==> src/rtl/dual_sonar_trimmed_mean_steer_assert.svh <==
// assertion macros shared by the sonar filter rtl
// expects i_clk and i_rst_n in the scope of each use
`ifndef DUAL_SONAR_TRIMMED_MEAN_STEER_ASSERT_SVH
`define DUAL_SONAR_TRIMMED_MEAN_STEER_ASSERT_SVH

// condition holds at every edge out of reset
`define DSTS_ASSERT_ALWAYS(label, cond, msg) \
    label: assert property (@(posedge i_clk) disable iff (!i_rst_n) (cond)) else $error(msg);

// consequent holds in the same cycle as the antecedent
`define DSTS_ASSERT_IMPL(label, ante, cons, msg) \
    label: assert property (@(posedge i_clk) disable iff (!i_rst_n) (ante) |-> (cons)) \
        else $error(msg);

// consequent holds in the cycle after the antecedent
`define DSTS_ASSERT_NEXT(label, ante, cons, msg) \
    label: assert property (@(posedge i_clk) disable iff (!i_rst_n) (ante) |=> (cons)) \
        else $error(msg);

`endif

==> src/rtl/dsts_pkg.sv <==
// types, constants and small tables of the dual sonar trimmed mean filter
// no dependencies
package dsts_pkg;

    // register indexes of the configuration port
    localparam logic [1:0] CFG_VALID_RANGE   = 2'd0;
    localparam logic [1:0] CFG_STOP_DISTANCE = 2'd1;
    localparam logic [1:0] CFG_STEER_MARGIN  = 2'd2;
    localparam logic [1:0] CFG_ALARM_SUM     = 2'd3;

    localparam int unsigned CFG_DATA_W = 17;

    // steering codes
    localparam logic [1:0] STEER_GO    = 2'd0;
    localparam logic [1:0] STEER_STOP  = 2'd1;
    localparam logic [1:0] STEER_LEFT  = 2'd2;
    localparam logic [1:0] STEER_RIGHT = 2'd3;

    // round end conditions
    localparam logic [2:0] ROUND_VALID    = 3'd5;
    localparam logic [3:0] ROUND_ATTEMPTS = 4'd11;

    // reciprocals for exact 32-bit division by 3 and by 10
    localparam logic [31:0] RECIP_3  = 32'hAAAA_AAAB;
    localparam logic [31:0] RECIP_10 = 32'hCCCC_CCCD;

    // reset values of the registers
    localparam logic [15:0] RST_VALID_RANGE   = 16'd3000;
    localparam logic [15:0] RST_STOP_DISTANCE = 16'd500;
    localparam logic [15:0] RST_STEER_MARGIN  = 16'd50;
    localparam logic [16:0] RST_ALARM_SUM     = 17'd2000;

    typedef struct packed {
        logic        sensor;
        logic [15:0] echo_ticks;
    } t_in_item;

    typedef struct packed {
        logic [20:0] distance_a;
        logic [20:0] distance_b;
        logic [1:0]  steer;
        logic        alarm;
    } t_out_item;

    typedef struct packed {
        logic [15:0] valid_range;
        logic [15:0] stop_distance;
        logic [15:0] steer_margin;
        logic [16:0] alarm_sum;
    } t_cfg;

    // one finished round: trimmed sum before the divide, or the last raw sample
    typedef struct packed {
        logic        phase;
        logic        success;
        logic [31:0] value;
    } t_round_rec;

    // floor(13 * r / 10) for a remainder r of 0 to 9
    function automatic logic [3:0] frac13(input logic [3:0] r);
        logic [3:0] v;
        unique case (r)
            4'd0:    v = 4'd0;
            4'd1:    v = 4'd1;
            4'd2:    v = 4'd2;
            4'd3:    v = 4'd3;
            4'd4:    v = 4'd5;
            4'd5:    v = 4'd6;
            4'd6:    v = 4'd7;
            4'd7:    v = 4'd9;
            4'd8:    v = 4'd10;
            4'd9:    v = 4'd11;
            default: v = 4'd0;
        endcase
        return v;
    endfunction

endpackage

==> src/rtl/dsts_fifo.sv <==
// short queue of finished rounds between front and back
// depends on dsts_pkg and the assertion macro header
module dsts_fifo #(
    parameter int unsigned DEPTH = 4
) (
    input  logic                  i_clk,
    input  logic                  i_rst_n,
    input  logic                  i_push,
    input  dsts_pkg::t_round_rec  i_data,
    input  logic                  i_pop,
    output dsts_pkg::t_round_rec  o_data,
    output logic                  o_empty,
    output logic                  o_full
);

    localparam int unsigned AW = (DEPTH > 1) ? $clog2(DEPTH) : 1;
    localparam int unsigned CW = $clog2(DEPTH + 1);
    localparam logic [AW-1:0] LAST = AW'(DEPTH - 1);

    dsts_pkg::t_round_rec r_mem [DEPTH];
    logic [AW-1:0] r_wr_ptr;
    logic [AW-1:0] r_rd_ptr;
    logic [CW-1:0] r_count;

    logic w_do_push;
    logic w_do_pop;

    assign o_empty   = (r_count == '0);
    assign o_full    = (r_count == CW'(DEPTH));
    assign w_do_push = i_push && !o_full;
    assign w_do_pop  = i_pop && !o_empty;
    assign o_data    = r_mem[r_rd_ptr];

    always_ff @(posedge i_clk) begin
        if (w_do_push) begin
            r_mem[r_wr_ptr] <= i_data;
        end
    end

    always_ff @(posedge i_clk) begin
        if (!i_rst_n) begin
            r_wr_ptr <= '0;
            r_rd_ptr <= '0;
            r_count  <= '0;
        end else begin
            if (w_do_push) begin
                r_wr_ptr <= (r_wr_ptr == LAST) ? '0 : r_wr_ptr + AW'(1);
            end
            if (w_do_pop) begin
                r_rd_ptr <= (r_rd_ptr == LAST) ? '0 : r_rd_ptr + AW'(1);
            end
            if (w_do_push && !w_do_pop) begin
                r_count <= r_count + CW'(1);
            end else if (w_do_pop && !w_do_push) begin
                r_count <= r_count - CW'(1);
            end
        end
    end

    `include "dual_sonar_trimmed_mean_steer_assert.svh"

    `DSTS_ASSERT_IMPL(a_no_overflow, i_push, !o_full, "round record pushed into full queue")
    `DSTS_ASSERT_IMPL(a_no_underflow, i_pop, !o_empty, "pop from empty queue")
    `DSTS_ASSERT_NEXT(a_count_step, i_push && !i_pop, r_count == $past(r_count) + CW'(1), "queue count lost a record")

endmodule

==> config.mk <==
export PLATFORM = sky130hd
export DESIGN_NAME = dsts_fifo
export DESIGN_NICKNAME = d
export VERILOG_FILES = /design/src/rtl/dsts_pkg.sv /design/src/rtl/dsts_fifo.sv
export VERILOG_INCLUDE_DIRS = /design/src /design/src/rtl
export SDC_FILE = /design/constraint.sdc
export NUM_CORES = 1
export LEC_CHECK = 0
export BUFFER_PORTS_ARGS = -buffer_cell sky130_fd_sc_hd__buf_2
export CORE_MARGIN = 10
export CORE_UTILIZATION = 55
export DETAILED_ROUTE_END_ITERATION = 10
export PLACE_DENSITY = 0.77
export REMOVE_ABC_BUFFERS = 1
export SLEW_MARGIN = 5
export SYNTH_ARGS = -nofsm -noshare
export SYNTH_HDL_FRONTEND = slang
export SYNTH_SLANG_ARGS = --single-unit
==> constraint.sdc <==
create_clock -name i_clk -period 2.6 [get_ports i_clk]
set_input_delay 0.26 -clock i_clk [delete_from_list [all_inputs] [get_ports i_clk]]
set_output_delay 0.26 -clock i_clk [all_outputs]
set_load 0.05 [all_outputs]
==> impl_results.md <==
- Outcome: finished, final reports clean
- Comb power frac: 29.7%
- Final setup fails: 0
- Global Route Usage Sum: 14.6%
- First-pass GRT wire length: 15.7 mm
- DR pass1 iterations: 4
- Min Hold Slack: 0.0944 ns
- Vias per inst: 5.21
- Internal: 5050 uW
- Share of the synthesized area in the top cell type: 75.1%
- Die Ht: 119 um
- Sequential share of the synthesized area: 78.5%
- Share of cells above drive strength 1: 40.5%
- Mapped cell area: 0.00544 mm2
- CTS tree: yes
- Type of origin of the critical path: flop
- Worst path required time: 2.34 ns
- Largest net degree at the start of global routing: 35
- Most common cell after layout, fill and taps aside: edfxtp_1
- YS warnings: 0
- DR WL/cell: 19.4 um
- Syn-to-layout area delta: 27.4%
- Simple-gate share of the synthesized area: 1.98%
- RD Place Congestion: 0.697
- CP Capture Type: output pin
- Most frequent cells in the layout: 136 x edfxtp_1, 73 x buf_2, 34 x dlygate4sd3_1
- Mux cell area share after synthesis: 14.9%
- Max incr delay on CP: 0.64 ns
- Max_cap viols: 0
- Hold path start: i_rst_n
- Max Clock Freq: 435 MHz
- Final #Nets: 400
- Synth area leader: edfxtp_1
- Clock Root Buffer: clkbuf_8
- Initial DRC Count: 138
- CTS Buffer Depth: 2
- Number of diodes: 0
- Reg2reg start: r_count[0]
- Clk pwr share: 30.9%
- P_sw: 2450 uW
- Clk_skew: 0.00591 ns
- Synth top area cells: edfxtp_1 75%, mux4_2 12%, dfxtp_1 3.3%, mux4_1 1.9%, ha_1 1.4%
- Critical Path Fanout Max: 17
- Die width: 119 um
- Final period utilization: 88.3%
- Switching share of power: 32.7%
- Final Hold Fails: 0
- Delay-heaviest family, CP: multiplexers
- Vias in the first global route: 2928
- Largest family of logic cells by synthesized area: multiplexers
- PwrDens: 1080 mW/mm2
- CTS Buf Count: 17
- Crit path max-delay cell type: mux4_1
- Reg power frac: 39.4%
- Worst EP arrival: 2.04 ns
- Initial Util: 56.1%
- Synth Area in Compound Gates: 0.552%
- Unrepaired setup endpoints after global routing: false
- Vias: 2610
- Core area: 0.00968 mm2
- Full die area: 0.0143 mm2
- Leakage: 0.00242 uW
- I/O Pins: 74
- Flop and latch count out of synthesis: 145
- Final slew viol count: 0
- Clk_lat worst skew: 0.51 ns
- Htree depth: 4
- Final wirelength: 9.72 mm
- Minimum clock period: 2.30 ns
- Worst-case vdd ir drop: 737 uV
- Netlist cell types: 25
- Adder-Cell Fraction of Synth Area: 1.75%
- Syn Area/Cell: 23.7 um2
- Initial antenna violation count: 0
- Detail Placement HPWL: 5.78 mm
- XOR/XNOR Fraction of Synth Area: 0.322%
- Setup TNS: 0 ns
- Hold Path Class: input port to flop
- CTS sink count: 145
- Measured slew at the worst slew-check pin: 0.525 ns
- CP bufs+invs: 2
- Rows: 36
- Post-Syn Instances: 229
- Filler cell count: 588
- # DRC: 0
- IO buf count: 73
- Slew Limit Headroom: 65.0%
- Worst path cell trace: buf_4 > mux4_1 > buf_2
- Grt ovf: 0
- Worst-path clk slew: 0.06 ns
- Setup CP Type: flop to output pin
- Antenna Nets Post-Route: 0
==> synth_stat cells <==
master	count
fa_1	1
nor3_1	1
xor2_1	1
or3_1	1
o21ai_0	3
mux2i_1	3
nor2_1	2
mux4_1	4
clkbuf_1	2
nor2b_1	2
xnor2_1	1
buf_2	4
nand2_1	6
buf_12	3
a21boi_0	1
buf_6	1
mux4_2	30
edfxtp_1	136
inv_1	3
nor3b_2	1
and2_1	5
nand3_1	2
o31ai_1	1
dfxtp_1	9
ha_1	6
==> registers in the layout, summed over array words and instances (netlist names), named ones only <==
signal / count
r_mem: 136
r_count: 3
r_rd_ptr: 2
r_wr_ptr: 2
==> stage by stage <==
step	util, %	cell area [um2]	power, uW	worst slack [ns]	instances
2_1_floorplan	-	5340	4640	-0.0965	219
3_3_place_gp	62.0	6000	5190	0.598	435
3_5_place_dp	62.0	6000	5220	0.476	435
4_1_cts	71.5	6930	7590	0.255	501
5_1_grt	71.5	6930	7820	0.181	501
6_report	71.5	6930	7500	0.303	501
==> cells by family after synthesis <==
| group | Yosys count |
|---|---|
| xor+xnor | 2 |
| mux | 37 |
| simple gates | 20 |
| compound gates | 5 |
| buf+inv | 13 |
| fa+ha+maj | 7 |
| flops | 145 |
==> what timing repair did <==
action | CTS | global route
hold endpoints to repair | 136 | 0
setup buffers | 0 | 0
resized for setup | 0 | 0
hold buffers | 34 | 0
==> final timing paths <==
kind,slack (ns),depth (start not counted),end
max,0.30,3,o_data[25]
min,0.09,2,r_count[1]
max reg2reg,0.47,7,r_count[2]
min reg2reg,0.52,2,r_wr_ptr[1]
==> power groups by stage <==
stage / sequential (uW) / clock, uW / combinational, uW
after floorplan: 3070 / 0 / 1570
after global placement: 2980 / 0 / 2200
after detailed placement: 3000 / 0 / 2220
after CTS: 2950 / 2370 / 2270
after global routing: 2980 / 2480 / 2360
final: 2950 / 2320 / 2230
==> metal layers <==
layer | up-vias | global-route usage [%] | part of all wire, %
met1 | 1324 | 16.7 | 42
met3 | 13 | 6.09 | 5.2
met2 | 65 | 24.4 | 52
li1 | 1208 | - | -
met5 | - | 0 | 0
met4 | 0 | 4.45 | 1.5
==> cell type report <==
type,count,area (um2),area share (%)
Clock buffer,24,480,6.94
Inverter,3,11.3,0.163
Clock inverter,8,104,1.50
Tap cell,133,166,2.40
Timing Repair Buffer,117,831,12.0
Multi-Input combinational cell,71,1070,15.4
Sequential cell,145,4270,61.6
(Power assumes the default switching activity.)
