File: config.mk
export PLATFORM = sky130hd
export DESIGN_NAME = dsts_front
export DESIGN_NICKNAME = d
export VERILOG_FILES = /design/src/rtl/dsts_pkg.sv /design/src/rtl/dsts_front.sv
export VERILOG_INCLUDE_DIRS = /design/src /design/src/rtl
export SDC_FILE = /design/constraint.sdc
export NUM_CORES = 1
export LEC_CHECK = 0
export BUFFER_PORTS_ARGS = -buffer_cell sky130_fd_sc_hd__buf_4
export CORE_UTILIZATION = 55
export DETAILED_ROUTE_END_ITERATION = 8
export GPL_TIMING_DRIVEN = 0
export PLACE_DENSITY = 0.77
export SYNTH_ARGS = -nofsm -noshare
export SYNTH_HDL_FRONTEND = slang
export SYNTH_SLANG_ARGS = --single-unit
File: constraint.sdc
create_clock -name i_clk -period 12.4 [get_ports i_clk]
set_input_delay 2.48 -clock i_clk [delete_from_list [all_inputs] [get_ports i_clk]]
set_output_delay 2.48 -clock i_clk [all_outputs]
set_load 0.02 [all_outputs]
File: src/rtl/dual_sonar_trimmed_mean_steer_assert.svh
// assertion macros shared by the sonar filter rtl
// expects i_clk and i_rst_n in the scope of each use
`ifndef DUAL_SONAR_TRIMMED_MEAN_STEER_ASSERT_SVH
`define DUAL_SONAR_TRIMMED_MEAN_STEER_ASSERT_SVH

// condition holds at every edge out of reset
`define DSTS_ASSERT_ALWAYS(label, cond, msg) \
    label: assert property (@(posedge i_clk) disable iff (!i_rst_n) (cond)) else $error(msg);

// consequent holds in the same cycle as the antecedent
`define DSTS_ASSERT_IMPL(label, ante, cons, msg) \
    label: assert property (@(posedge i_clk) disable iff (!i_rst_n) (ante) |-> (cons)) \
        else $error(msg);

// consequent holds in the cycle after the antecedent
`define DSTS_ASSERT_NEXT(label, ante, cons, msg) \
    label: assert property (@(posedge i_clk) disable iff (!i_rst_n) (ante) |=> (cons)) \
        else $error(msg);

`endif

File: src/rtl/dsts_pkg.sv
// types, constants and small tables of the dual sonar trimmed mean filter
// no dependencies
package dsts_pkg;

    // register indexes of the configuration port
    localparam logic [1:0] CFG_VALID_RANGE   = 2'd0;
    localparam logic [1:0] CFG_STOP_DISTANCE = 2'd1;
    localparam logic [1:0] CFG_STEER_MARGIN  = 2'd2;
    localparam logic [1:0] CFG_ALARM_SUM     = 2'd3;

    localparam int unsigned CFG_DATA_W = 17;

    // steering codes
    localparam logic [1:0] STEER_GO    = 2'd0;
    localparam logic [1:0] STEER_STOP  = 2'd1;
    localparam logic [1:0] STEER_LEFT  = 2'd2;
    localparam logic [1:0] STEER_RIGHT = 2'd3;

    // round end conditions
    localparam logic [2:0] ROUND_VALID    = 3'd5;
    localparam logic [3:0] ROUND_ATTEMPTS = 4'd11;

    // reciprocals for exact 32-bit division by 3 and by 10
    localparam logic [31:0] RECIP_3  = 32'hAAAA_AAAB;
    localparam logic [31:0] RECIP_10 = 32'hCCCC_CCCD;

    // reset values of the registers
    localparam logic [15:0] RST_VALID_RANGE   = 16'd3000;
    localparam logic [15:0] RST_STOP_DISTANCE = 16'd500;
    localparam logic [15:0] RST_STEER_MARGIN  = 16'd50;
    localparam logic [16:0] RST_ALARM_SUM     = 17'd2000;

    typedef struct packed {
        logic        sensor;
        logic [15:0] echo_ticks;
    } t_in_item;

    typedef struct packed {
        logic [20:0] distance_a;
        logic [20:0] distance_b;
        logic [1:0]  steer;
        logic        alarm;
    } t_out_item;

    typedef struct packed {
        logic [15:0] valid_range;
        logic [15:0] stop_distance;
        logic [15:0] steer_margin;
        logic [16:0] alarm_sum;
    } t_cfg;

    // one finished round: trimmed sum before the divide, or the last raw sample
    typedef struct packed {
        logic        phase;
        logic        success;
        logic [31:0] value;
    } t_round_rec;

    // floor(13 * r / 10) for a remainder r of 0 to 9
    function automatic logic [3:0] frac13(input logic [3:0] r);
        logic [3:0] v;
        unique case (r)
            4'd0:    v = 4'd0;
            4'd1:    v = 4'd1;
            4'd2:    v = 4'd2;
            4'd3:    v = 4'd3;
            4'd4:    v = 4'd5;
            4'd5:    v = 4'd6;
            4'd6:    v = 4'd7;
            4'd7:    v = 4'd9;
            4'd8:    v = 4'd10;
            4'd9:    v = 4'd11;
            default: v = 4'd0;
        endcase
        return v;
    endfunction

endpackage

File: src/rtl/dsts_front.sv
// front end: sample accumulation of the sonar rounds, one sample per cycle while the round queue is not full
// depends on dsts_pkg and the assertion macro header
module dsts_front (
    input  logic                  i_clk,
    input  logic                  i_rst_n,
    input  logic                  i_in_valid,
    input  dsts_pkg::t_in_item    i_in_data,
    input  logic [15:0]           i_valid_range,
    input  logic                  i_queue_full,
    output logic                  o_in_stall,
    output logic                  o_push,
    output dsts_pkg::t_round_rec  o_rec
);

    logic        r_phase;
    logic [2:0]  r_valid_count;
    logic [3:0]  r_attempt_count;
    logic [17:0] r_valid_sum;
    logic [15:0] r_largest;
    logic [15:0] r_smallest;
    logic [20:0] r_last_raw;

    logic        n_phase;
    logic [2:0]  n_valid_count;
    logic [3:0]  n_attempt_count;
    logic [17:0] n_valid_sum;
    logic [15:0] n_largest;
    logic [15:0] n_smallest;
    logic [20:0] n_last_raw;

    logic        w_take;
    logic [20:0] w_dist;
    logic [31:0] w_diff;
    logic        w_push;
    logic        w_success;

    assign o_in_stall = i_queue_full;
    assign w_take     = i_in_valid && !i_queue_full && (i_in_data.sensor == r_phase);
    // ticks * 17
    assign w_dist     = {i_in_data.echo_ticks, 4'b0} + {5'b0, i_in_data.echo_ticks};

    always_comb begin
        n_phase         = r_phase;
        n_valid_count   = r_valid_count;
        n_attempt_count = r_attempt_count;
        n_valid_sum     = r_valid_sum;
        n_largest       = r_largest;
        n_smallest      = r_smallest;
        n_last_raw      = r_last_raw;
        w_push          = 1'b0;
        w_success       = 1'b0;
        w_diff          = '0;
        if (w_take) begin
            n_last_raw = w_dist;
            if (w_dist != '0) begin
                n_attempt_count = r_attempt_count + 4'd1;
                if (w_dist <= {5'b0, i_valid_range}) begin
                    n_valid_count = r_valid_count + 3'd1;
                    n_valid_sum   = r_valid_sum + w_dist[17:0];
                    if (w_dist[15:0] > r_largest) begin
                        n_largest = w_dist[15:0];
                    end
                    if (w_dist[15:0] < r_smallest) begin
                        n_smallest = w_dist[15:0];
                    end
                end
                if (n_valid_count == dsts_pkg::ROUND_VALID) begin
                    w_push    = 1'b1;
                    w_success = 1'b1;
                end else if (n_attempt_count >= dsts_pkg::ROUND_ATTEMPTS) begin
                    w_push = 1'b1;
                end
            end
        end
        // wraps to a large unsigned value when the masked sum is small
        w_diff = {14'b0, n_valid_sum} - {16'b0, n_largest} - {16'b0, n_smallest};
        if (w_push) begin
            n_phase         = ~r_phase;
            n_valid_count   = '0;
            n_attempt_count = '0;
            n_valid_sum     = '0;
            n_largest       = '0;
            n_smallest      = '1;
        end
    end

    always_ff @(posedge i_clk) begin
        if (!i_rst_n) begin
            r_phase         <= 1'b0;
            r_valid_count   <= '0;
            r_attempt_count <= '0;
            r_valid_sum     <= '0;
            r_largest       <= '0;
            r_smallest      <= '1;
            r_last_raw      <= '0;
        end else begin
            r_phase         <= n_phase;
            r_valid_count   <= n_valid_count;
            r_attempt_count <= n_attempt_count;
            r_valid_sum     <= n_valid_sum;
            r_largest       <= n_largest;
            r_smallest      <= n_smallest;
            r_last_raw      <= n_last_raw;
        end
    end

    assign o_push          = w_push;
    assign o_rec.phase     = r_phase;
    assign o_rec.success   = w_success;
    assign o_rec.value     = w_success ? w_diff : {11'b0, n_last_raw};

    `include "dual_sonar_trimmed_mean_steer_assert.svh"

    `DSTS_ASSERT_ALWAYS(a_valid_count_bound, r_valid_count < dsts_pkg::ROUND_VALID, "valid count ran past round end")
    `DSTS_ASSERT_ALWAYS(a_attempt_bound, r_attempt_count < dsts_pkg::ROUND_ATTEMPTS, "attempt count ran past round end")
    `DSTS_ASSERT_NEXT(a_round_cleared, o_push, r_valid_count == '0 && r_attempt_count == '0 && r_phase != $past(r_phase), "round not restarted after end")

endmodule

==> results.json <==
{
  "core_area_um2": 13930,
  "rsz0062_at_grt": "true",
  "ant_nets": 0,
  "h-tree-depth": 3,
  "grtUsageTotal": 0.3286,
  "fin_nets": 1296,
  "period_needed_ns": 12.88,
  "max-vdd-ir-drop_mv": 0.05168,
  "tightest_slew_ns": 0.9607,
  "fin_tns_setup_ns": -7.178,
  "drt_iter0_markers": 636,
  "synthToLayoutAreaGrowth_pct": 30.53,
  "fin_ws_ns": -0.4822,
  "drc": 0,
  "fmax_ghz": 0.07763,
  "setup_viol": 19,
  "synth_warnings": 0,
  "violations": "negative setup slack",
  "final_util": 0.7413,
  "start_util": 0.5679,
  "grt_remaining_overflow": 0,
  "hold-worst-slack_ns": 0.4974,
  "ys_seq_area_frac": 0.1998,
  "clkSlewWorstSetupHoldPaths_ns": 0.06,
  "synthTopCellsByArea": "dfxtp_1 (20%), ha_1 (18%), mux2i_1 (5.7%)",
  "clock_latency_ns": 0.34,
  "diodes": 0,
  "seqCellArea_um2": 1582,
  "cpMaxStageDelayCell": "or4b_4",
  "clkSinkCount": 79,
  "period_share": 1.039,
  "synth_top_cell_by_area": "dfxtp_1",
  "crit_type": "input pin to output port",
  "die_area_um2": 14870,
  "syn_area_um2": 7914,
  "fin_area_um2": 10330,
  "status": "finished with violations",
  "cts_root_buf": "clkbuf_16",
  "maxSlewHeadroom": 0.3571,
  "numCtsBuffers": 9,
  "rows": 43,
  "hpwl_um": 17030,
  "critPathMaxFanout": 9,
  "hold_class": "flip-flop to flip-flop",
  "drive_gt1_frac": 0.2654,
  "met3_length_um": 2137,
  "drv_slew": 0,
  "synth_cell_types": 81,
  "async_reset_ff_frac": 0,
  "setup.worst_path.end_class": "output port",
  "synth-seq-cells": 79,
  "cp.arrival_ns": 10.40,
  "die-height_um": 122.0,
  "cts_tree": "built",
  "fp.dieW_um": 122.0,
  "met2_length_um": 12120,
  "maxUsedRoutingLayer": "met4",
  "synth_ff_type": "dfxtp_1",
  "finClkSkew_ns": 0.006598,
  "dr.pass1.iters": 6,
  "grt_antenna_before_repair": 0,
  "hold_viol_final": 0,
  "layout.cells.non_filler": 1329,
  "num_vias": 8289,
  "wl_per_cell_um": 19.53,
  "max_stage_delay_ns": 0.52,
  "synth_top_area_frac": 0.1998,
  "gp_congestion": 0.9346,
  "synth_cells": 1001,
  "start_kind": "input pin",
  "portBuffers": 72,
  "power_density_nw_per_um2": 84.73,
  "grt_pass1_wl_um": 37480,
  "multi_input_area_um2": 6571,
  "io_pins": 73,
  "postSynthAreaPerCell_um2": 7.906,
  "synth.most_common_cell": "ha_1",
  "cts-hold-fix-buffers": 0,
  "cts_buffer_depth": 2,
  "p_leak_uw": 0.004971,
  "ys_top_cells_by_count": "ha_1 (111), nor2_1 (94), inv_1 (84), nand2_1 (80), dfxtp_1 (79)",
  "cp_common_cell": "buf_4",
  "grt_start_max_net_pins": 14,
  "placed_cells": 1253,
  "fill_cells": 943,
  "routed_wl_um": 25960,
  "required_ns": 9.92,
  "synth.net_count": 1153,
  "synth_edf_count": 0,
  "postPlaceCellArea_um2": 8718,
  "drt-met1-wl_um": 10180,
  "grt_pass1_vias": 7616,
  "vias_per_cell": 6.237,
  "cap_viol_max_count": 0
}
==> kinds of logic (layout without fill, tap and decap cells) <==
family	after synthesis	after routing	synth area share
and+or+nand+nor	326	326	0.2055
AOI/OAI and AO/OA	243	244	0.2046
buffers and inverters	123	270	0.06593
adders and majority gates	119	119	0.1907
DFF	79	79	0.1998
xor gates and xnor gates	58	58	0.06514
muxes	53	53	0.06830
==> layer usage <==
layer | global-route usage | vias up
met4 | 0.1883 | 0
met3 | 0.04026 | 126
met5 | 0 | -
met1 | 0.3950 | 3864
li1 | - | 3844
met2 | 0.5625 | 455
==> through the flow <==
| step | setup slack [ns] | total power (µW) |
|---|---|---|
| after floorplan | 0.009782 | 451.0 |
| after CTS | -0.03306 | 844.0 |
| final | -0.4822 | 875.2 |
| after global routing | -0.6825 | 910.3 |
| after global placement | -2.063 | 520.4 |
| after detailed placement | -2.163 | 525.4 |
==> timing repair <==
action | CTS | global route
gates resized for setup | 138 | 48
setup buffers | 47 | 12
setup endpoints to repair | 27 | 21
gates cloned | 1 | 0
pin swaps | 62 | 45
==> area by class of cell <==
class | count | area share
multi-input cells | 800 | 0.6361
flip-flops and latches | 79 | 0.1531
repair buffers | 131 | 0.1022
inverters | 84 | 0.03089
plain buffers | 39 | 0.02592
clock buffers | 11 | 0.02447
well taps | 180 | 0.02180
clock inverters | 5 | 0.005451
==> cells in the final DEF, fill, tap and decap left out, types with 9 or more instances in the layout <==
cell type	count
ha_1	90
o21a_1	9
and3_1	17
o21ai_2	14
xnor2_1	33
mux2i_1	41
xor2_1	15
inv_1	80
o21ai_0	38
ha_4	15
nor3_1	14
nor2_1	92
dfxtp_1	79
buf_4	124
a21o_1	29
nand3_1	18
a21oi_1	56
nor2b_1	19
nand2b_1	9
and2_1	14
nand2_1	77
clkbuf_16	9
buf_6	19
nand4_1	11
clkbuf_1	15
==> power breakdown <==
group          switching (µW)  internal [µW]  leakage [µW]
Combinational             196            146       0.00418
Sequential               1.35            258      0.000639
Clock                     108            166      0.000152
==> sequential cells by signal, summed over array words and instances (netlist names) <==
name / cells
r_last_raw: 21
r_valid_sum: 18
r_largest: 16
r_smallest: 16
r_attempt_count: 4
r_valid_count: 3
r_phase: 1
==> final timing paths <==
check | from | to | slack (ns) | cells past startpoint
setup / recovery | i_in_data[2] | o_rec[19] | -0.48 | 40
setup reg to reg | r_valid_sum[0]$_SDFF_PP0_ | r_valid_sum[16]$_SDFF_PP0_ | 8.62 | 12
hold reg to reg | r_last_raw[11]$_SDFF_PN0_ | r_last_raw[11]$_SDFF_PN0_ | 0.50 | 2
hold / removal | r_last_raw[11]$_SDFF_PN0_ | r_last_raw[11]$_SDFF_PN0_ | 0.50 | 2
==> worst max-delay path, delay by kind of cell <==
family | cells | cell delay (ns)
AND/OR/NAND/NOR | 11 | 2.04
AO/OA/AOI/OAI | 17 | 3.33
buffers and inverters | 6 | 0.84
adder cells (fa/ha/maj) | 5 | 1.62
XOR/XNOR | 1 | 0.08
Power figures use the tool's default switching activity.
