File: src/rtl/dual_sonar_trimmed_mean_steer_assert.svh
// assertion macros shared by the sonar filter rtl
// expects i_clk and i_rst_n in the scope of each use
`ifndef DUAL_SONAR_TRIMMED_MEAN_STEER_ASSERT_SVH
`define DUAL_SONAR_TRIMMED_MEAN_STEER_ASSERT_SVH

// condition holds at every edge out of reset
`define DSTS_ASSERT_ALWAYS(label, cond, msg) \
    label: assert property (@(posedge i_clk) disable iff (!i_rst_n) (cond)) else $error(msg);

// consequent holds in the same cycle as the antecedent
`define DSTS_ASSERT_IMPL(label, ante, cons, msg) \
    label: assert property (@(posedge i_clk) disable iff (!i_rst_n) (ante) |-> (cons)) \
        else $error(msg);

// consequent holds in the cycle after the antecedent
`define DSTS_ASSERT_NEXT(label, ante, cons, msg) \
    label: assert property (@(posedge i_clk) disable iff (!i_rst_n) (ante) |=> (cons)) \
        else $error(msg);

`endif

File: src/rtl/dsts_pkg.sv
// types, constants and small tables of the dual sonar trimmed mean filter
// no dependencies
package dsts_pkg;

    // register indexes of the configuration port
    localparam logic [1:0] CFG_VALID_RANGE   = 2'd0;
    localparam logic [1:0] CFG_STOP_DISTANCE = 2'd1;
    localparam logic [1:0] CFG_STEER_MARGIN  = 2'd2;
    localparam logic [1:0] CFG_ALARM_SUM     = 2'd3;

    localparam int unsigned CFG_DATA_W = 17;

    // steering codes
    localparam logic [1:0] STEER_GO    = 2'd0;
    localparam logic [1:0] STEER_STOP  = 2'd1;
    localparam logic [1:0] STEER_LEFT  = 2'd2;
    localparam logic [1:0] STEER_RIGHT = 2'd3;

    // round end conditions
    localparam logic [2:0] ROUND_VALID    = 3'd5;
    localparam logic [3:0] ROUND_ATTEMPTS = 4'd11;

    // reciprocals for exact 32-bit division by 3 and by 10
    localparam logic [31:0] RECIP_3  = 32'hAAAA_AAAB;
    localparam logic [31:0] RECIP_10 = 32'hCCCC_CCCD;

    // reset values of the registers
    localparam logic [15:0] RST_VALID_RANGE   = 16'd3000;
    localparam logic [15:0] RST_STOP_DISTANCE = 16'd500;
    localparam logic [15:0] RST_STEER_MARGIN  = 16'd50;
    localparam logic [16:0] RST_ALARM_SUM     = 17'd2000;

    typedef struct packed {
        logic        sensor;
        logic [15:0] echo_ticks;
    } t_in_item;

    typedef struct packed {
        logic [20:0] distance_a;
        logic [20:0] distance_b;
        logic [1:0]  steer;
        logic        alarm;
    } t_out_item;

    typedef struct packed {
        logic [15:0] valid_range;
        logic [15:0] stop_distance;
        logic [15:0] steer_margin;
        logic [16:0] alarm_sum;
    } t_cfg;

    // one finished round: trimmed sum before the divide, or the last raw sample
    typedef struct packed {
        logic        phase;
        logic        success;
        logic [31:0] value;
    } t_round_rec;

    // floor(13 * r / 10) for a remainder r of 0 to 9
    function automatic logic [3:0] frac13(input logic [3:0] r);
        logic [3:0] v;
        unique case (r)
            4'd0:    v = 4'd0;
            4'd1:    v = 4'd1;
            4'd2:    v = 4'd2;
            4'd3:    v = 4'd3;
            4'd4:    v = 4'd5;
            4'd5:    v = 4'd6;
            4'd6:    v = 4'd7;
            4'd7:    v = 4'd9;
            4'd8:    v = 4'd10;
            4'd9:    v = 4'd11;
            default: v = 4'd0;
        endcase
        return v;
    endfunction

endpackage

File: src/rtl/dsts_back.sv
// back end: trimmed mean divide, b scaling, steering and alarm, output register
// depends on dsts_pkg
module dsts_back (
    input  logic                  i_clk,
    input  logic                  i_rst_n,
    input  logic                  i_rec_valid,
    input  dsts_pkg::t_round_rec  i_rec,
    input  dsts_pkg::t_cfg        i_cfg,
    input  logic                  i_out_stall,
    output logic                  o_pop,
    output logic                  o_out_valid,
    output dsts_pkg::t_out_item   o_out_data
);

    // stage 1: round value after the divide by 3, or the raw sample of a failed round
    logic        r_v1;
    logic        r_ph1;
    logic        r_succ1;
    logic [31:0] r_q1;
    // held result of the a round
    logic [20:0] r_held;
    logic        r_a_ok;
    // stage 2: b value and its tenth
    logic        r_v2;
    logic [31:0] r_q2;
    logic [28:0] r_a2;
    logic [20:0] r_da2;
    logic        r_alarm_en2;
    // stage 3: scaled b and alarm
    logic        r_v3;
    logic [31:0] r_db3;
    logic [20:0] r_da3;
    logic        r_alarm3;
    // output register
    logic                 r_ov;
    dsts_pkg::t_out_item  r_out;

    logic [63:0] w_prod3;
    logic [63:0] w_prod10;
    logic [31:0] w_q1_n;
    logic [3:0]  w_rem;
    logic [31:0] w_db;
    logic [32:0] w_sum_ab;
    logic [32:0] w_db_m;
    logic [32:0] w_da_m;
    logic [1:0]  w_steer;

    logic w_rdy_out, w_mv3, w_rdy3, w_mv2, w_rdy2, w_mv1, w_rdy1, w_pop;

    assign w_rdy_out = !r_ov || !i_out_stall;
    assign w_mv3     = r_v3 && w_rdy_out;
    assign w_rdy3    = !r_v3 || w_rdy_out;
    assign w_mv2     = r_v2 && w_rdy3;
    assign w_rdy2    = !r_v2 || w_rdy3;
    // an a round record is absorbed into the held registers and never waits
    assign w_mv1     = r_v1 && (!r_ph1 || w_rdy2);
    assign w_rdy1    = !r_v1 || w_mv1;
    assign w_pop     = i_rec_valid && w_rdy1;
    assign o_pop     = w_pop;

    assign w_prod3  = {32'b0, i_rec.value} * {32'b0, dsts_pkg::RECIP_3};
    assign w_q1_n   = i_rec.success ? {1'b0, w_prod3[63:33]} : i_rec.value;
    assign w_prod10 = {32'b0, r_q1} * {32'b0, dsts_pkg::RECIP_10};

    // q - 10a modulo 16, then 13a + floor(13 r / 10)
    assign w_rem    = r_q2[3:0] - {r_a2[2:0], 1'b0} - {r_a2[0], 3'b0};
    assign w_db     = {r_a2, 3'b0} + {1'b0, r_a2, 2'b0} + {3'b0, r_a2}
                      + {28'b0, dsts_pkg::frac13(w_rem)};
    assign w_sum_ab = {12'b0, r_da2} + {1'b0, r_q2};

    assign w_db_m   = {1'b0, r_db3} + {17'b0, i_cfg.steer_margin};
    assign w_da_m   = {12'b0, r_da3} + {17'b0, i_cfg.steer_margin};

    always_comb begin
        if (r_da3 < {5'b0, i_cfg.stop_distance} || r_db3 < {16'b0, i_cfg.stop_distance}) begin
            w_steer = dsts_pkg::STEER_STOP;
        end else if ({12'b0, r_da3} > w_db_m) begin
            w_steer = dsts_pkg::STEER_LEFT;
        end else if ({1'b0, r_db3} > w_da_m) begin
            w_steer = dsts_pkg::STEER_RIGHT;
        end else begin
            w_steer = dsts_pkg::STEER_GO;
        end
    end

    always_ff @(posedge i_clk) begin
        if (!i_rst_n) begin
            r_v1   <= 1'b0;
            r_v2   <= 1'b0;
            r_v3   <= 1'b0;
            r_ov   <= 1'b0;
            r_a_ok <= 1'b0;
            r_held <= '0;
        end else begin
            if (w_pop) begin
                r_v1 <= 1'b1;
            end else if (w_mv1) begin
                r_v1 <= 1'b0;
            end
            if (w_mv1 && r_ph1) begin
                r_v2 <= 1'b1;
            end else if (w_mv2) begin
                r_v2 <= 1'b0;
            end
            if (w_mv2) begin
                r_v3 <= 1'b1;
            end else if (w_mv3) begin
                r_v3 <= 1'b0;
            end
            if (w_mv3) begin
                r_ov <= 1'b1;
            end else if (w_rdy_out) begin
                r_ov <= 1'b0;
            end
            if (w_mv1) begin
                if (!r_ph1) begin
                    r_held <= r_q1[20:0];
                    r_a_ok <= r_succ1;
                end else begin
                    r_a_ok <= 1'b0;
                end
            end
        end
    end

    always_ff @(posedge i_clk) begin
        if (w_pop) begin
            r_ph1   <= i_rec.phase;
            r_succ1 <= i_rec.success;
            r_q1    <= w_q1_n;
        end
        if (w_mv1 && r_ph1) begin
            r_q2        <= r_q1;
            r_a2        <= w_prod10[63:35];
            r_da2       <= r_held;
            r_alarm_en2 <= r_succ1 && r_a_ok;
        end
        if (w_mv2) begin
            r_db3    <= w_db;
            r_da3    <= r_da2;
            r_alarm3 <= r_alarm_en2 && (w_sum_ab > {16'b0, i_cfg.alarm_sum});
        end
        if (w_mv3) begin
            r_out.distance_a <= r_da3;
            r_out.distance_b <= r_db3[20:0];
            r_out.steer      <= w_steer;
            r_out.alarm      <= r_alarm3;
        end
    end

    assign o_out_valid = r_ov;
    assign o_out_data  = r_out;

endmodule

File: config.mk
export PLATFORM = sky130hd
export DESIGN_NAME = dsts_back
export DESIGN_NICKNAME = d
export VERILOG_FILES = /design/src/rtl/dual_sonar_trimmed_mean_steer_assert.svh /design/src/rtl/dsts_pkg.sv /design/src/rtl/dsts_back.sv
export SDC_FILE = /design/constraint.sdc
export NUM_CORES = 2
export LEC_CHECK = 0
export BUFFER_PORTS_ARGS = -buffer_cell sky130_fd_sc_hd__buf_2
export CORE_ASPECT_RATIO = 1.2
export CORE_MARGIN = 3
export CORE_UTILIZATION = 65
export DETAILED_ROUTE_END_ITERATION = 10
export HOLD_SLACK_MARGIN = 0.03
export PLACE_DENSITY = 0.83
export RECOVER_POWER = 50
export SYNTH_ARGS = -nofsm -noshare
export SYNTH_HDL_FRONTEND = slang
export SYNTH_SLANG_ARGS = --single-unit
File: constraint.sdc
create_clock -name i_clk -period 22.2 [get_ports i_clk]
set_input_delay 4.44 -clock i_clk [delete_from_list [all_inputs] [get_ports i_clk]]
set_output_delay 4.44 -clock i_clk [all_outputs]
set_load 0.01 [all_outputs]
==> metrics <==
status complete, but fails checks; failing checks capacitance limit, slew limit; Die Footprint 0.0766 mm^2; sequential-to-total area share from yosys stat 0.147; Reg area 0.00701 mm^2; Crit. End Element register; Die Ht 303 um; Fillers 5,385; Post-synth EDFFs 216; Post-Route WL 126 mm; Ys Warns 0; HP Start r_held[0]; post-DP HPWL 109 mm; Buf/Inv on CP 4; core area 0.0724 mm^2; RePlAce Congestion 1.05; actual slew at the worst max-slew pin 3.04 ns; GRT Total Usage 0.341; CTS tree built; vias per cell 5.88; Yosys top cell area share 0.338; Setup violations, final 0; syn avg cell area 10.6 um^2; Slew headroom -1.03; Resized cells post-CTS 0; CP Data Arrival Time 12.81 ns; CTS root buffer clkbuf_16; DR vias 32,993; Crit Path Class in -> reg; Max Clock Freq 0.0796 GHz; unrepaired setup endpoints after global routing no; CP Data Required Time 22.44 ns; # clock sinks 242; worst r2r src r_q1[0]; largest delay contributor family on the critical path adder cells; initial antenna violation count 2; Final period util 0.566; Residual DRC 0; WL/cell 22.5 um; Synth Instances 4,504; antenna-violating nets left 0; Cell Area, Synth 0.0476 mm^2; dominant synthesized flop cell edfxtp_1; largest net degree at the start of global routing 62; IO Pins 150; hold buffers post-CTS 0; area of the multi-input gates 0.0361 mm^2; critical path launch point type input port; Area contributors post-synth fa_1, ha_1, edfxtp_1; TritonCTS Buffers 25; Clock Tree Buf Depth 3; first-pass detailed-route iteration total 5; Async S/R FF share, synth 0; library cells used by synthesis 93; Worst-Skew Late Latency 0.57 ns; Overflow after GRT 0; Slew Viols, Final 170; width of the chip 253 um; vias in the first global route 35,815; clock-pin slew on the worst setup and hold paths 0.06 ns; Area Growth Syn to Fin 5.67%; Synth Register Bits 242; Fin. Hold Viols 0; hold crit path type reg -> reg; Initial DRC Count 1,843; H-tree depth 1; setup TNS 0 ns; post-layout min period 12.56 ns; CP Launch Point i_rec[11]; Setup Skew 0.0388 ns; Post-Syn Nets 6,316; CP max stage delay 0.67 ns; IO buf count 133; cell repeated most along the worst path fa_1; Synth area leader fa_1; slowest cell on the critical path nor4_1; std cell rows 108; share of layout cells above drive strength 1 0.0518; NumNets Final 6,468; postcts setup bufs 0; first-pass GRT wire length 195 mm; Initial Utilization 0.658; Worst Path Max Fanout 10; max-cap viol count 4
-- synth_stat cells (5+ instances only) --
cell type,instances
a2111oi_0,5
a211o_1,5
a211oi_1,30
a21boi_0,27
a21o_1,110
a21oi_1,166
a31o_2,6
a31oi_1,13
and2_1,23
and3_1,26
and4_1,8
clkbuf_1,13
dfxtp_1,26
edfxtp_1,216
fa_1,804
ha_1,905
inv_1,1199
mux2_2,19
mux2i_1,11
nand2_1,149
nand2b_1,30
nand3_1,51
nand4_1,39
nor2_1,98
nor2b_1,29
nor3_1,22
nor4_1,12
o211ai_1,7
o21a_1,33
o21ai_0,87
o21ai_1,16
o21bai_1,22
o22ai_1,6
o31ai_1,10
or2_2,6
or4_1,5
xnor2_1,98
xor2_1,75
-- cells by family (layout without fill, tap and decap cells) --
kind of cell               after synthesis  count (layout)  share of synthesized area
other                                    0               2                          0
and+or+nand+nor                        520             520                     0.0555
DFF                                    242             242                      0.147
adders and majority gates             1709            1709                      0.576
AOI/OAI and AO/OA                      613             613                     0.0872
muxes                                   30              30                    0.00680
xor gates and xnor gates               173             173                     0.0318
buffers and inverters                 1217            1388                     0.0959
-- routing by layer --
layer / up-vias / track usage / wire [um]
li1: 14913 / - / -
met1: 16310 / 0.376 / 43500
met2: 1298 / 0.613 / 63700
met4: 0 / 0.247 / 11500
met3: 472 / 0.0374 / 7520
met5: - / 0 / 0
-- flip-flops by register name (all words and copies together), names as in the netlist --
name and cells:
r_q1 32, r_succ1 1, o_out_data 45, r_a_ok 1, r_alarm_en2 1, r_v2 1, o_out_valid 1, r_db3 32
r_v3 1, r_da3 21, r_da2 21, r_held 21, r_ph1 1, r_a2 29, r_alarm3 1, r_v1 1
r_q2 32
-- cells in the final DEF, fill, tap and decap left out, types with 25 or more instances in the layout --
cell type	n
inv_1	1199
ha_1	905
fa_1	804
edfxtp_1	216
a21oi_1	166
nand2_1	149
buf_2	130
a21o_1	110
nor2_1	98
xnor2_1	98
o21ai_0	89
xor2_1	75
nand3_1	51
nand4_1	39
o21a_1	33
nand2b_1	30
a211oi_1	30
a21boi_0	27
nor2b_1	27
and3_1	26
dfxtp_1	26
clkbuf_16	25
-- layout make-up --
cell class | count | share of cell area
Clock inverter | 18 | 0.00460
Timing Repair Buffer | 141 | 0.0139
Tap cell | 935 | 0.0232
Multi-Input combinational cell | 3045 | 0.717
Inverter | 1201 | 0.0896
Clock buffer | 28 | 0.0129
Sequential cell | 242 | 0.139
Antenna cell | 2 | 0.0000994
-- per-stage QoR --
stage | utilization | setup WS [ns] | hold WS, ns | cells | cell area (um^2)
final | 0.695 | 9.64 | 0.431 | 5612 | 50300
after global routing | 0.695 | 9.51 | 0.440 | 5610 | 50300
after CTS | 0.696 | 9.86 | 0.429 | 5610 | 50400
after detailed placement | 0.683 | 9.25 | 0.412 | 5564 | 49500
after global placement | 0.683 | 9.32 | 0.412 | 5564 | 49500
after floorplan | - | 10.99 | 0.400 | 4504 | 47600
-- worst paths after layout --
check,end,slack [ns],cells past startpoint
setup / recovery,r_q1[24],9.64,25
setup reg to reg,r_a2[22],13.77,22
hold reg to reg,r_da2[0],0.43,0
hold / removal,r_da2[0],0.43,0
Power is left out: the tool's default activity adds up to more than one toggle a clock period on the data nets, which glitch-free logic cannot reach.
